===== src/rtl/core/bmf_pkg.sv =====
// shared types and constants for the bgp message framer
package bmf_pkg;

  localparam int BYTE_WIDTH    = 8;
  localparam int SIZE_WIDTH    = 16;
  localparam int OUT_CNT_WIDTH = 32;
  localparam int NUM_TYPES     = 4;
  localparam int TYPE_IDX_W    = 2;

  // header byte positions and limits
  localparam logic [SIZE_WIDTH-1:0] OFF_LEN_HI = 16'd16;
  localparam logic [SIZE_WIDTH-1:0] OFF_LEN_LO = 16'd17;
  localparam logic [SIZE_WIDTH-1:0] OFF_TYPE   = 16'd18;
  localparam logic [SIZE_WIDTH-1:0] MIN_LENGTH = 16'd19;

  // message type codes
  localparam logic [BYTE_WIDTH-1:0] TYPE_OPEN         = 8'd1;
  localparam logic [BYTE_WIDTH-1:0] TYPE_UPDATE       = 8'd2;
  localparam logic [BYTE_WIDTH-1:0] TYPE_NOTIFICATION = 8'd3;
  localparam logic [BYTE_WIDTH-1:0] TYPE_KEEPALIVE    = 8'd4;

  typedef logic [BYTE_WIDTH-1:0] byte_t;
  typedef logic [SIZE_WIDTH-1:0] size_t;

  typedef struct packed {
    logic  last;
    byte_t kind;
    size_t size;
    logic  err;
  } frame_status_t;

  typedef struct packed {
    logic                  inc;
    logic [TYPE_IDX_W-1:0] idx;
  } count_event_t;

endpackage


===== src/rtl/core/bmf_in_if.sv =====
// input byte channel
interface bmf_in_if import bmf_pkg::*; ();
  logic  valid;
  logic  ready;
  byte_t data_byte;

  modport source (output valid, output data_byte, input ready);
  modport sink (input valid, input data_byte, output ready);
endinterface


===== src/rtl/core/bmf_out_if.sv =====
// result channel with byte, framing marks and message counters
interface bmf_out_if import bmf_pkg::*; ();
  logic                     valid;
  logic                     ready;
  byte_t                    byte_out;
  logic                     message_last;
  byte_t                    message_kind;
  size_t                    message_size;
  logic                     sync_error;
  logic [OUT_CNT_WIDTH-1:0] total_messages;
  logic [OUT_CNT_WIDTH-1:0] open_messages;
  logic [OUT_CNT_WIDTH-1:0] update_messages;
  logic [OUT_CNT_WIDTH-1:0] notification_messages;
  logic [OUT_CNT_WIDTH-1:0] keepalive_messages;

  modport source (
    output valid, input ready, output byte_out, output message_last,
    output message_kind, output message_size, output sync_error,
    output total_messages, output open_messages, output update_messages,
    output notification_messages, output keepalive_messages
  );
  modport sink (
    input valid, output ready, input byte_out, input message_last,
    input message_kind, input message_size, input sync_error,
    input total_messages, input open_messages, input update_messages,
    input notification_messages, input keepalive_messages
  );
endinterface


===== src/rtl/core/bgp_message_framer.sv =====
// bgp message framer top: input stage, parser and counters, result register
// a byte accepted goes first into the input stage register, then into the result register
// throughput: one byte per cycle while the result channel takes results; the result register and input stage let the
//   next byte in while a result waits to be taken
// reset (rst, synchronous): offset, captured fields, sync error and all counters
//   go to zero; both stages empty
module bgp_message_framer import bmf_pkg::*; #(
  parameter int COUNT_WIDTH = 32
) (
  input  logic     clk,
  input  logic     rst,
  bmf_in_if.sink   in_stream,
  bmf_out_if.source out_stream
);

  logic  stg_valid;
  byte_t stg_byte;
  logic  res_valid;
  logic  advance, step, in_take;

  frame_status_t status_next;
  count_event_t  event_next;

  logic [COUNT_WIDTH-1:0]   total_next;
  logic [COUNT_WIDTH-1:0]   by_type_next [NUM_TYPES];
  logic [OUT_CNT_WIDTH-1:0] total_out;
  logic [OUT_CNT_WIDTH-1:0] by_type_out [NUM_TYPES];

  assign advance = !res_valid || out_stream.ready;
  assign step    = stg_valid && advance;
  assign in_stream.ready = !stg_valid || advance;
  assign in_take = in_stream.valid && in_stream.ready;

  bmf_parser u_parser (
    .clk         (clk),
    .rst         (rst),
    .step        (step),
    .data_byte   (stg_byte),
    .status_next (status_next),
    .event_next  (event_next)
  );

  bmf_counters #(.COUNT_WIDTH(COUNT_WIDTH)) u_counters (
    .clk          (clk),
    .rst          (rst),
    .ev           (event_next),
    .total_next   (total_next),
    .by_type_next (by_type_next)
  );

  // counters show their low 32 bits, zero-extended when COUNT_WIDTH is narrower
  if (COUNT_WIDTH >= OUT_CNT_WIDTH) begin : g_trunc
    always_comb begin
      total_out = total_next[OUT_CNT_WIDTH-1:0];
      for (int i = 0; i < NUM_TYPES; i++) begin
        by_type_out[i] = by_type_next[i][OUT_CNT_WIDTH-1:0];
      end
    end
  end else begin : g_ext
    always_comb begin
      total_out = {{(OUT_CNT_WIDTH-COUNT_WIDTH){1'b0}}, total_next};
      for (int i = 0; i < NUM_TYPES; i++) begin
        by_type_out[i] = {{(OUT_CNT_WIDTH-COUNT_WIDTH){1'b0}}, by_type_next[i]};
      end
    end
  end

  always_ff @(posedge clk) begin
    if (rst) begin
      stg_valid <= 1'b0;
      res_valid <= 1'b0;
    end else begin
      if (in_take) begin
        stg_valid <= 1'b1;
      end else if (step) begin
        stg_valid <= 1'b0;
      end
      if (step) begin
        res_valid <= 1'b1;
      end else if (out_stream.ready) begin
        res_valid <= 1'b0;
      end
    end
  end

  always_ff @(posedge clk) begin
    if (in_take) begin
      stg_byte <= in_stream.data_byte;
    end
    if (step) begin
      out_stream.byte_out              <= stg_byte;
      out_stream.message_last          <= status_next.last;
      out_stream.message_kind          <= status_next.kind;
      out_stream.message_size          <= status_next.size;
      out_stream.sync_error            <= status_next.err;
      out_stream.total_messages        <= total_out;
      out_stream.open_messages         <= by_type_out[0];
      out_stream.update_messages       <= by_type_out[1];
      out_stream.notification_messages <= by_type_out[2];
      out_stream.keepalive_messages    <= by_type_out[3];
    end
  end

  assign out_stream.valid = res_valid;

endmodule


===== src/rtl/core/bmf_parser.sv =====
// header parser: byte offset, length and type capture, end-of-message detect
module bmf_parser import bmf_pkg::*; (
  input  logic          clk,
  input  logic          rst,
  input  logic          step,
  input  byte_t         data_byte,
  output frame_status_t status_next,
  output count_event_t  event_next
);

  size_t byte_offset, byte_offset_next;
  size_t length_field, length_field_next;
  byte_t type_field, type_field_next;
  logic  error_flag, error_flag_next;
  logic  bad, last;
  logic  [TYPE_IDX_W-1:0] kind_idx;

  always_comb begin
    byte_offset_next  = byte_offset;
    length_field_next = length_field;
    type_field_next   = type_field;
    error_flag_next   = error_flag;
    bad  = 1'b0;
    last = 1'b0;
    if (!error_flag) begin
      if (byte_offset == OFF_LEN_HI) begin
        length_field_next = {data_byte, {BYTE_WIDTH{1'b0}}};
      end else if (byte_offset == OFF_LEN_LO) begin
        length_field_next = {length_field[SIZE_WIDTH-1:BYTE_WIDTH], data_byte};
        bad = (length_field_next < MIN_LENGTH);
      end else if (byte_offset == OFF_TYPE) begin
        type_field_next = data_byte;
        bad = (data_byte < TYPE_OPEN) || (data_byte > TYPE_KEEPALIVE);
      end
      if (bad) begin
        error_flag_next = 1'b1;
      end else if (byte_offset >= OFF_TYPE &&
                   ({1'b0, byte_offset} + 17'd1) == {1'b0, length_field_next}) begin
        last = 1'b1;
        byte_offset_next = '0;
      end else begin
        byte_offset_next = byte_offset + 16'd1;
      end
    end
  end

  // type 1..4 maps to counter slot 0..3
  assign kind_idx = type_field_next[TYPE_IDX_W-1:0] - TYPE_OPEN[TYPE_IDX_W-1:0];

  assign status_next = '{last: last, kind: type_field_next, size: length_field_next,
                         err: error_flag_next};
  assign event_next  = '{inc: step & last, idx: kind_idx};

  always_ff @(posedge clk) begin
    if (rst) begin
      byte_offset  <= '0;
      length_field <= '0;
      type_field   <= '0;
      error_flag   <= 1'b0;
    end else if (step) begin
      byte_offset  <= byte_offset_next;
      length_field <= length_field_next;
      type_field   <= type_field_next;
      error_flag   <= error_flag_next;
    end
  end

endmodule


===== src/rtl/core/bmf_counters.sv =====
// wrapping message counters: total and one per message type
module bmf_counters import bmf_pkg::*; #(
  parameter int COUNT_WIDTH = 32
) (
  input  logic                   clk,
  input  logic                   rst,
  input  count_event_t           ev,
  output logic [COUNT_WIDTH-1:0] total_next,
  output logic [COUNT_WIDTH-1:0] by_type_next [NUM_TYPES]
);

  logic [COUNT_WIDTH-1:0] total;
  logic [COUNT_WIDTH-1:0] by_type [NUM_TYPES];

  always_comb begin
    total_next = ev.inc ? total + COUNT_WIDTH'(1) : total;
    for (int i = 0; i < NUM_TYPES; i++) begin
      by_type_next[i] = (ev.inc && ev.idx == TYPE_IDX_W'(i)) ?
                        by_type[i] + COUNT_WIDTH'(1) : by_type[i];
    end
  end

  always_ff @(posedge clk) begin
    if (rst) begin
      total <= '0;
      for (int i = 0; i < NUM_TYPES; i++) begin
        by_type[i] <= '0;
      end
    end else begin
      total <= total_next;
      for (int i = 0; i < NUM_TYPES; i++) begin
        by_type[i] <= by_type_next[i];
      end
    end
  end

endmodule


===== src/flat_wrapper.sv =====
// flat-port wrapper written by rule: the top's interface ports become plain ports
module bgp_message_framer_flat import bmf_pkg::*;
#(
  parameter int COUNT_WIDTH = 32
)
  (clk, rst, in_stream_valid, in_stream_data_byte, in_stream_ready, out_stream_valid, out_stream_ready, out_stream_byte_out, out_stream_message_last, out_stream_message_kind, out_stream_message_size, out_stream_sync_error, out_stream_total_messages, out_stream_open_messages, out_stream_update_messages, out_stream_notification_messages, out_stream_keepalive_messages);
  bmf_in_if in_stream_i ();
  bmf_out_if out_stream_i ();
  input  logic clk;
  input  logic rst;
  input wire logic [$bits(in_stream_i.valid)-1:0] in_stream_valid;
  input wire logic [$bits(in_stream_i.data_byte)-1:0] in_stream_data_byte;
  output wire logic [$bits(in_stream_i.ready)-1:0] in_stream_ready;
  output wire logic [$bits(out_stream_i.valid)-1:0] out_stream_valid;
  input wire logic [$bits(out_stream_i.ready)-1:0] out_stream_ready;
  output wire logic [$bits(out_stream_i.byte_out)-1:0] out_stream_byte_out;
  output wire logic [$bits(out_stream_i.message_last)-1:0] out_stream_message_last;
  output wire logic [$bits(out_stream_i.message_kind)-1:0] out_stream_message_kind;
  output wire logic [$bits(out_stream_i.message_size)-1:0] out_stream_message_size;
  output wire logic [$bits(out_stream_i.sync_error)-1:0] out_stream_sync_error;
  output wire logic [$bits(out_stream_i.total_messages)-1:0] out_stream_total_messages;
  output wire logic [$bits(out_stream_i.open_messages)-1:0] out_stream_open_messages;
  output wire logic [$bits(out_stream_i.update_messages)-1:0] out_stream_update_messages;
  output wire logic [$bits(out_stream_i.notification_messages)-1:0] out_stream_notification_messages;
  output wire logic [$bits(out_stream_i.keepalive_messages)-1:0] out_stream_keepalive_messages;
  assign in_stream_i.valid = in_stream_valid;
  assign in_stream_i.data_byte = in_stream_data_byte;
  assign in_stream_ready = in_stream_i.ready;
  assign out_stream_valid = out_stream_i.valid;
  assign out_stream_i.ready = out_stream_ready;
  assign out_stream_byte_out = out_stream_i.byte_out;
  assign out_stream_message_last = out_stream_i.message_last;
  assign out_stream_message_kind = out_stream_i.message_kind;
  assign out_stream_message_size = out_stream_i.message_size;
  assign out_stream_sync_error = out_stream_i.sync_error;
  assign out_stream_total_messages = out_stream_i.total_messages;
  assign out_stream_open_messages = out_stream_i.open_messages;
  assign out_stream_update_messages = out_stream_i.update_messages;
  assign out_stream_notification_messages = out_stream_i.notification_messages;
  assign out_stream_keepalive_messages = out_stream_i.keepalive_messages;
  bgp_message_framer #(.COUNT_WIDTH(COUNT_WIDTH)) u_core (.clk(clk), .rst(rst), .in_stream(in_stream_i), .out_stream(out_stream_i));
endmodule

===== config.mk =====
export PLATFORM = sky130hd
export DESIGN_NAME = bgp_message_framer_flat
export DESIGN_NICKNAME = d
export VERILOG_FILES = /design/src/rtl/core/bmf_pkg.sv /design/src/rtl/core/bmf_in_if.sv /design/src/rtl/core/bmf_out_if.sv /design/src/rtl/core/bgp_message_framer.sv /design/src/rtl/core/bmf_parser.sv /design/src/rtl/core/bmf_counters.sv /design/src/flat_wrapper.sv
export SDC_FILE = /design/constraint.sdc
export NUM_CORES = 1
export LEC_CHECK = 0
export BUFFER_PORTS_ARGS = -buffer_cell sky130_fd_sc_hd__buf_4
export CORE_MARGIN = 3
export CORE_UTILIZATION = 59
export DETAILED_ROUTE_END_ITERATION = 10
export HOLD_SLACK_MARGIN = 0.08
export PLACE_DENSITY = 0.8
export SETUP_SLACK_MARGIN = 0.02
export SLEW_MARGIN = 25
export SYNTH_ARGS = -nofsm -noshare
export SYNTH_HDL_FRONTEND = slang
export SYNTH_SLANG_ARGS = --single-unit

===== constraint.sdc =====
create_clock -name clk -period 9.25 [get_ports clk]
set_input_delay 0.4625 -clock clk [delete_from_list [all_inputs] [get_ports clk]]
set_output_delay 0.4625 -clock clk [all_outputs]
set_load 0.02 [all_outputs]

==> flow_metrics.py, run 1 <==
metrics = {
    "detailed_routing": {
        "wl_um": 42900,
        "wl_per_cell_um": 19.1,
        "drc_errors": 0,
        "drtAntennaViolNets": 0,
        "firstDrtPassIters": 6,
        "via_count": 13142,
        "drt_iter0_markers": 1004,
        "viasPerCell": 5.87,
    },
    "timing": {
        "hold_slack_ns": 0.0980,
        "slew_viol_final": 0,
        "final.period_utilization_pct": 60.8,
        "timing.fmax_mhz": 178,
        "min_period_ns": 5.63,
        "slew_headroom_pct": 33.6,
        "hold_viol": 0,
        "tightest_slew_ns": 0.997,
        "rsz0062_at_grt": "no",
        "setup_slack_ns": 3.62,
        "finalSetupViolations": 0,
        "tns_ns": 0,
        "skew_ns": 0.0118,
    },
    "floorplanning": {
        "pin_count": 208,
        "placementRows": 64,
        "die_h_um": 183,
        "start_util_pct": 60.1,
        "dieArea_sq_mm": 0.0334,
        "fp.dieW_um": 183,
        "coreArea_sq_mm": 0.0307,
    },
    "layout": {
        "fill_cells": 2200,
        "drive_above_1_share_pct": 23.0,
        "insertedDiodeCount": 0,
        "regArea_sq_mm": 0.0101,
        "nets": 1831,
        "syn_to_final_growth_pct": 16.9,
        "layout.cells.non_filler": 2240,
        "final_area_sq_mm": 0.0215,
        "final_util_pct": 70.2,
        "multi_input_area_sq_mm": 0.00777,
    },
    "global_route": {
        "overflow": 0,
        "grt_pass1_wl_um": 68000,
        "track_usage_pct": 25.0,
        "antenna_found_initial": 0,
        "grt_max_degree": 149,
        "grt_pass1_vias": 12985,
    },
    "yosys": {
        "synth_cell_types": 72,
        "synth.largest_area_cell": "edfxtp_1",
        "avgSynthCellArea_sq_um": 11.3,
        "synth_edf_count": 202,
        "ys_warn_count": 0,
        "yosys-top-cells-area": "edfxtp_1 33%, dfxtp_1 22%, xor2_1 5.1%",
        "synth_top_area_share_pct": 32.9,
        "netlist_area_sq_mm": 0.0184,
        "syn_inst": 1634,
        "synth_seq_cells": 405,
        "synthArstFlopShare_pct": 0,
        "syn_nets": 1655,
        "seq_area_frac_synth_pct": 55.0,
        "synthFlopType": "dfxtp_1",
    },
    "placement": {
        "port_buffers": 207,
        "dp_slack_ns": 3.71,
        "place_area_sq_mm": 0.0202,
        "placedCellCount": 2161,
        "place.gp.congestion": 0.894,
        "hpwl_um": 28000,
    },
    "flow_run": {
        "drv_cap": 0,
    },
    "cts": {
        "cts_buffer_depth": 3,
        "post-cts-setup-buffer-count": 0,
        "cts_resized": 0,
        "ctsHoldBuffers": 0,
        "clock-sinks": 405,
        "cts_root_buf": "clkbuf_16",
        "htreeDepth": 2,
        "clkLatencyLatePin_ns": 0.54,
        "cts_tree": "done",
        "cts_inserted_buffers": 42,
        "clk_pin_slew_ns": 0.06,
    },
    "worst_setup_path": {
        "arrival_ns": 6.05,
        "end_kind": "flop",
        "criticalPathCategory": "flop to flop",
        "cp_max_fo": 52,
        "start_kind": "flop",
        "required_ns": 9.67,
    },
    "pwr": {
        "power_mw": 3.81,
        "p_leak_nw": 8.28,
        "peakVddDrop_v": 0.000123,
        "powerDensity_mw_per_mm2": 177,
    },
    "hold_path": {
        "hold_path_class": "input port to flop",
    },
    "status": {
        "status": "finished clean",
    },
}
==> kinds of logic (layout without fill, tap and decap cells) <==
family	after synthesis	count (layout)	synth area share, %
XOR/XNOR	172	172	8.22
buffers and inverters	119	329	2.92
AO/OA/AOI/OAI	90	90	3.24
adder cells (fa/ha/maj)	9	9	0.611
AND/OR/NAND/NOR	757	757	25.2
flip-flops	405	405	55.0
multiplexers	82	82	4.84
==> flip-flops by register name, summed over array words and instances (netlist names) <==
signal	cells
u_core.u_counters.by_type	128
u_core.out_stream.keepalive_messages	32
u_core.out_stream.notification_messages	32
u_core.out_stream.open_messages	32
u_core.out_stream.total_messages	32
u_core.out_stream.update_messages	32
u_core.u_counters.total	32
u_core.out_stream.message_size	16
u_core.u_parser.byte_offset	16
u_core.u_parser.length_field	16
u_core.out_stream.byte_out	8
u_core.out_stream.message_kind	8
u_core.stg_byte	8
u_core.u_parser.type_field	8
u_core.out_stream.message_last	1
u_core.out_stream.sync_error	1
u_core.out_stream.valid	1
u_core.stg_valid	1
u_core.u_parser.error_flag	1
==> final timing paths <==
| kind | slack (ns) | start | to | cells past startpoint |
|---|---|---|---|---|
| max reg2reg | 3.62 | u_core.u_parser.byte_offset[0] | u_core.u_counters.by_type[3][15] | 13 |
| min | 0.1 | in_stream_data_byte[0] | u_core.stg_byte[0] | 1 |
| max | 3.62 | u_core.u_parser.byte_offset[0] | u_core.u_counters.by_type[3][15] | 13 |
| min reg2reg | 0.50 | u_core.u_parser.type_field[3] | u_core.u_parser.type_field[3] | 2 |
==> layer usage <==
layer | global-route usage, % | wire [um] | vias up | part of all wire [%]
li1 | - | - | 6193 | -
met1 | 33.0 | 18000 | 6397 | 42
met2 | 41.0 | 20300 | 454 | 47
met3 | 5.56 | 3150 | 98 | 7.3
met4 | 8.59 | 1370 | 0 | 3.2
met5 | 0 | 0 | - | 0
==> layout by cell type, fill, tap and decap left out, types with 11 or more instances in the layout <==
cell type    n
a211oi_1    12
a21oi_1     17
a22oi_1     11
and2_1      14
and2b_1     25
and3_1      37
and4_1      15
buf_4      219
clkbuf_1    11
clkbuf_16   43
dfxtp_1    203
edfxtp_1   202
inv_1       26
mux2_1      17
mux2_2      40
mux2i_1     25
nand2_1     92
nand3_1     64
nand4_1     78
nor2_1     114
nor2b_1    127
nor3_1      33
nor3_2      60
nor4_1      15
nor4_2      18
o21ai_0     23
or3_1       16
xnor2_1     64
xor2_1     107
==> power breakdown <==
group	switching, mW	leakage (nW)	internal, mW	total, mW
Clock	0.694	0.655	0.934	1.63
Combinational	0.151	4.17	0.0742	0.225
Sequential	0.0273	3.46	1.93	1.96
==> synthesized netlist by cell type, types with 11 or more instances <==
library cell / count
or3_1: 16
mux2i_1: 25
a21oi_1: 17
and2_1: 14
clkbuf_1: 65
dfxtp_1: 203
nand2_1: 93
nand4_1: 78
nor2b_1: 128
nor4_2: 18
mux2_1: 17
and4_1: 15
inv_1: 26
nor4_1: 15
and2b_1: 25
nor3_2: 60
xor2_1: 107
and3_1: 37
a211oi_1: 12
edfxtp_1: 202
o21ai_0: 23
nor3_1: 33
a22oi_1: 11
xnor2_1: 64
nand3_1: 64
nor2_1: 115
mux2_2: 40
==> critical path, stage by stage, from the launching register on <==
cell and delay (ns):
dfxtp_1 0.40, inv_1 0.18, ha_1 0.37, nand4bb_1 0.25, nor4_4 0.68, mux2i_1 0.29
xnor2_1 0.12, or4_1 0.60, or4_4 0.83, buf_4 0.50, nor2_2 0.19, buf_4 0.40
nand4_1 0.27, mux2_1 0.37
==> cell type report <==
type                       instances  share of cell area (%)
sequential                       405                    47.0
clock inverter                    22                   0.848
timing repair buffer             223                    7.93
clock buffer                      56                    5.32
tap                              396                    2.30
inverter                          28                   0.488
multi-input combinational       1110                    36.1
(Power assumes the default switching activity.)
==> inputs of run 2 (changes only) <==
Settings changed: ABC_AREA set to 1.
Clock period 9.25 ns to 5.2 ns, I/O delays scaled along.
==> flow_metrics.py, run 2 <==
metrics = {
    "detailed_routing": {
        "drt_iter0_markers": 1395,
        "firstDrtPassIters": 6,
        "wl_per_cell_um": 14.9,
        "viasPerCell": 5.37,
        "drc_errors": 0,
        "drtAntennaViolNets": 0,
        "via_count": 15940,
        "wl_um": 44300,
    },
    "layout": {
        "final_area_sq_mm": 0.0221,
        "syn_to_final_growth_pct": 17.3,
        "largest_register_ffs": 128,
        "insertedDiodeCount": 0,
        "nets": 2559,
        "layout.cells.non_filler": 2967,
        "mostFrequentLayoutCells": "635 x nand2_1, 376 x inv_1, 224 x nor2_1",
        "mostFrequentLayoutCell": "nand2_1",
        "final_util_pct": 71.2,
        "largest-register": "u_core.u_counters.by_type",
        "drive_above_1_share_pct": 13.0,
    },
    "cts": {
        "htreeDepth": 2,
        "clock-sinks": 405,
        "clk_pin_slew_ns": 0.06,
        "cts_buffer_depth": 3,
        "clkLatencyLatePin_ns": 0.53,
        "cts_tree": "done",
        "cts_inserted_buffers": 42,
        "cts_root_buf": "clkbuf_16",
    },
    "yosys": {
        "synthFlopType": "dfxtp_1",
        "ys_warn_count": 0,
        "synth_common_cells": "636 x nand2_1, 377 x inv_1, 224 x nor2_1",
        "seq_area_frac_synth_pct": 53.7,
        "synthArstFlopShare_pct": 0,
        "synth.largest_area_cell": "edfxtp_1",
        "synth_top_area_share_pct": 32.1,
        "synth_seq_cells": 405,
        "avgSynthCellArea_sq_um": 8.11,
        "syn_inst": 2327,
        "synth_most_common_cell": "nand2_1",
        "syn_nets": 2348,
        "synth_cell_types": 41,
        "yosys-top-cells-area": "edfxtp_1 32%, dfxtp_1 22%, nand2_1 13%",
        "netlist_area_sq_mm": 0.0189,
        "synth_edf_count": 202,
    },
    "timing": {
        "tightest_slew_ns": 0.968,
        "finalSetupViolations": 0,
        "tns_ns": 0,
        "rsz0062_at_grt": "no",
        "skew_ns": 0.0175,
        "slew_viol_final": 0,
        "hold_viol": 0,
        "min_period_ns": 3.91,
        "final.period_utilization_pct": 75.2,
        "hold_slack_ns": 0.165,
        "slew_headroom_pct": 35.4,
        "timing.fmax_mhz": 256,
    },
    "worst_setup_path": {
        "cp_max_fo": 34,
        "r2r_start": "u_core.u_parser.byte_offset[15]",
        "r2r_slack_ns": 1.29,
        "arrival_ns": 4.20,
        "start_kind": "flop",
        "ff2ff_path_depth": 14,
        "required_ns": 5.49,
        "criticalPathCategory": "flop to flop",
        "end_kind": "flop",
        "regToRegEndpoint": "u_core.out_stream.open_messages[31]",
    },
    "global_route": {
        "antenna_found_initial": 0,
        "grt_pass1_vias": 15161,
        "overflow": 0,
        "grt_max_degree": 146,
        "grt_pass1_wl_um": 71800,
        "track_usage_pct": 25.5,
    },
    "placement": {
        "port_buffers": 207,
        "place.gp.congestion": 0.930,
        "place_area_sq_mm": 0.0207,
        "hpwl_um": 31000,
        "placedCellCount": 2880,
    },
    "floorplanning": {
        "fp.dieW_um": 185,
        "pin_count": 208,
        "coreArea_sq_mm": 0.0311,
        "start_util_pct": 60.7,
        "dieArea_sq_mm": 0.0342,
        "die_h_um": 185,
        "placementRows": 64,
    },
    "flow_run": {
        "drv_cap": 0,
    },
    "hold_path": {
        "min_path_cells": 2,
        "hold_path_class": "input port to flop",
        "hp-start": "rst",
        "whs_endpoint": "u_core.u_counters.by_type[3][15]",
    },
    "status": {
        "status": "finished clean",
    },
    "pwr": {
        "intPower_mw": 5.25,
        "p_sw_mw": 1.56,
        "clkPwrFrac_pct": 42.5,
        "pwr-share-seq_pct": 51.2,
        "switching_share_pct": 22.9,
        "powerDensity_mw_per_mm2": 307,
        "share_comb_of_total_power_pct": 6.3,
        "p_leak_nw": 9.82,
        "peakVddDrop_v": 0.000275,
    },
}
-- run 2: cell type report --
class	instances	area [sq um]
clock inverters	23	181
flip-flops and latches	405	10100
well taps	396	495
fillers	2397	8930
inverters	384	1460
clock buffers	54	1150
repair buffers	222	1720
multi-input cells	1483	7010
-- run 2: kinds of logic after synthesis --
kind of cell | synth area share (%)
AND/OR/NAND/NOR | 29.8
buffers and inverters | 9.16
flip-flops | 53.7
AO/OA/AOI/OAI | 6.19
XOR/XNOR | 0.557
adder cells (fa/ha/maj) | 0.597
-- run 2: what timing repair did --
action                                 CTS  global route
endpoints found under the hold margin   10             0
setup buffers                            0             0
hold buffers                            10             0
resized for setup                        0             0
-- run 2: critical path: stages, from the launching register on --
cell     delay, ns
dfxtp_1       0.36
nor2_1        0.11
nand2_1       0.12
nor2_4        0.48
nand2_4       0.34
nand3_2       0.39
nand2_1       0.11
o21ai_2       0.12
inv_1         0.09
nor2_1        0.28
inv_1         0.15
nor2_2        0.76
nand3_1       0.16
nand2_1       0.14
nand2_1       0.05
-- run 2: worst max-delay path by stage --
stage	from	end	slack, ns	depth (start not counted)
after floorplan	u_core.out_stream.valid	u_core.u_parser.type_field[0]	1.38	7
after global placement	u_core.u_parser.byte_offset[13]	u_core.out_stream.open_messages[15]	1.38	14
after detailed placement	u_core.u_parser.byte_offset[15]	u_core.out_stream.open_messages[31]	1.30	14
after CTS	u_core.u_parser.byte_offset[15]	u_core.out_stream.open_messages[15]	1.32	14
after global routing	u_core.u_parser.byte_offset[13]	u_core.out_stream.open_messages[11]	0.87	14
final	u_core.u_parser.byte_offset[15]	u_core.out_stream.open_messages[31]	1.29	14
-- run 2: per-layer routing --
layer | vias to the layer above | global-route usage (%) | part of all wire (%)
li1 | 7953 | - | -
met1 | 7299 | 33.5 | 42
met2 | 605 | 43.3 | 48
met3 | 83 | 3.99 | 7.1
met4 | 0 | 9.03 | 2.6
met5 | - | 0 | 0
-- run 2: power groups by stage --
stage,combinational [mW],clock [mW],sequential [mW]
floorplan,0.171,0,3.63
global placement,0.414,0,3.55
detailed placement,0.423,0,3.55
CTS,0.431,2.94,3.48
finish,0.429,2.89,3.48
global route,0.464,3.07,3.49
-- run 2: stage by stage --
step	setup WS (ns)	total power, mW
floorplan	1.38	3.81
global placement	1.38	3.96
detailed placement	1.30	3.97
CTS	1.32	6.86
global route	0.873	7.02
finish	1.29	6.81
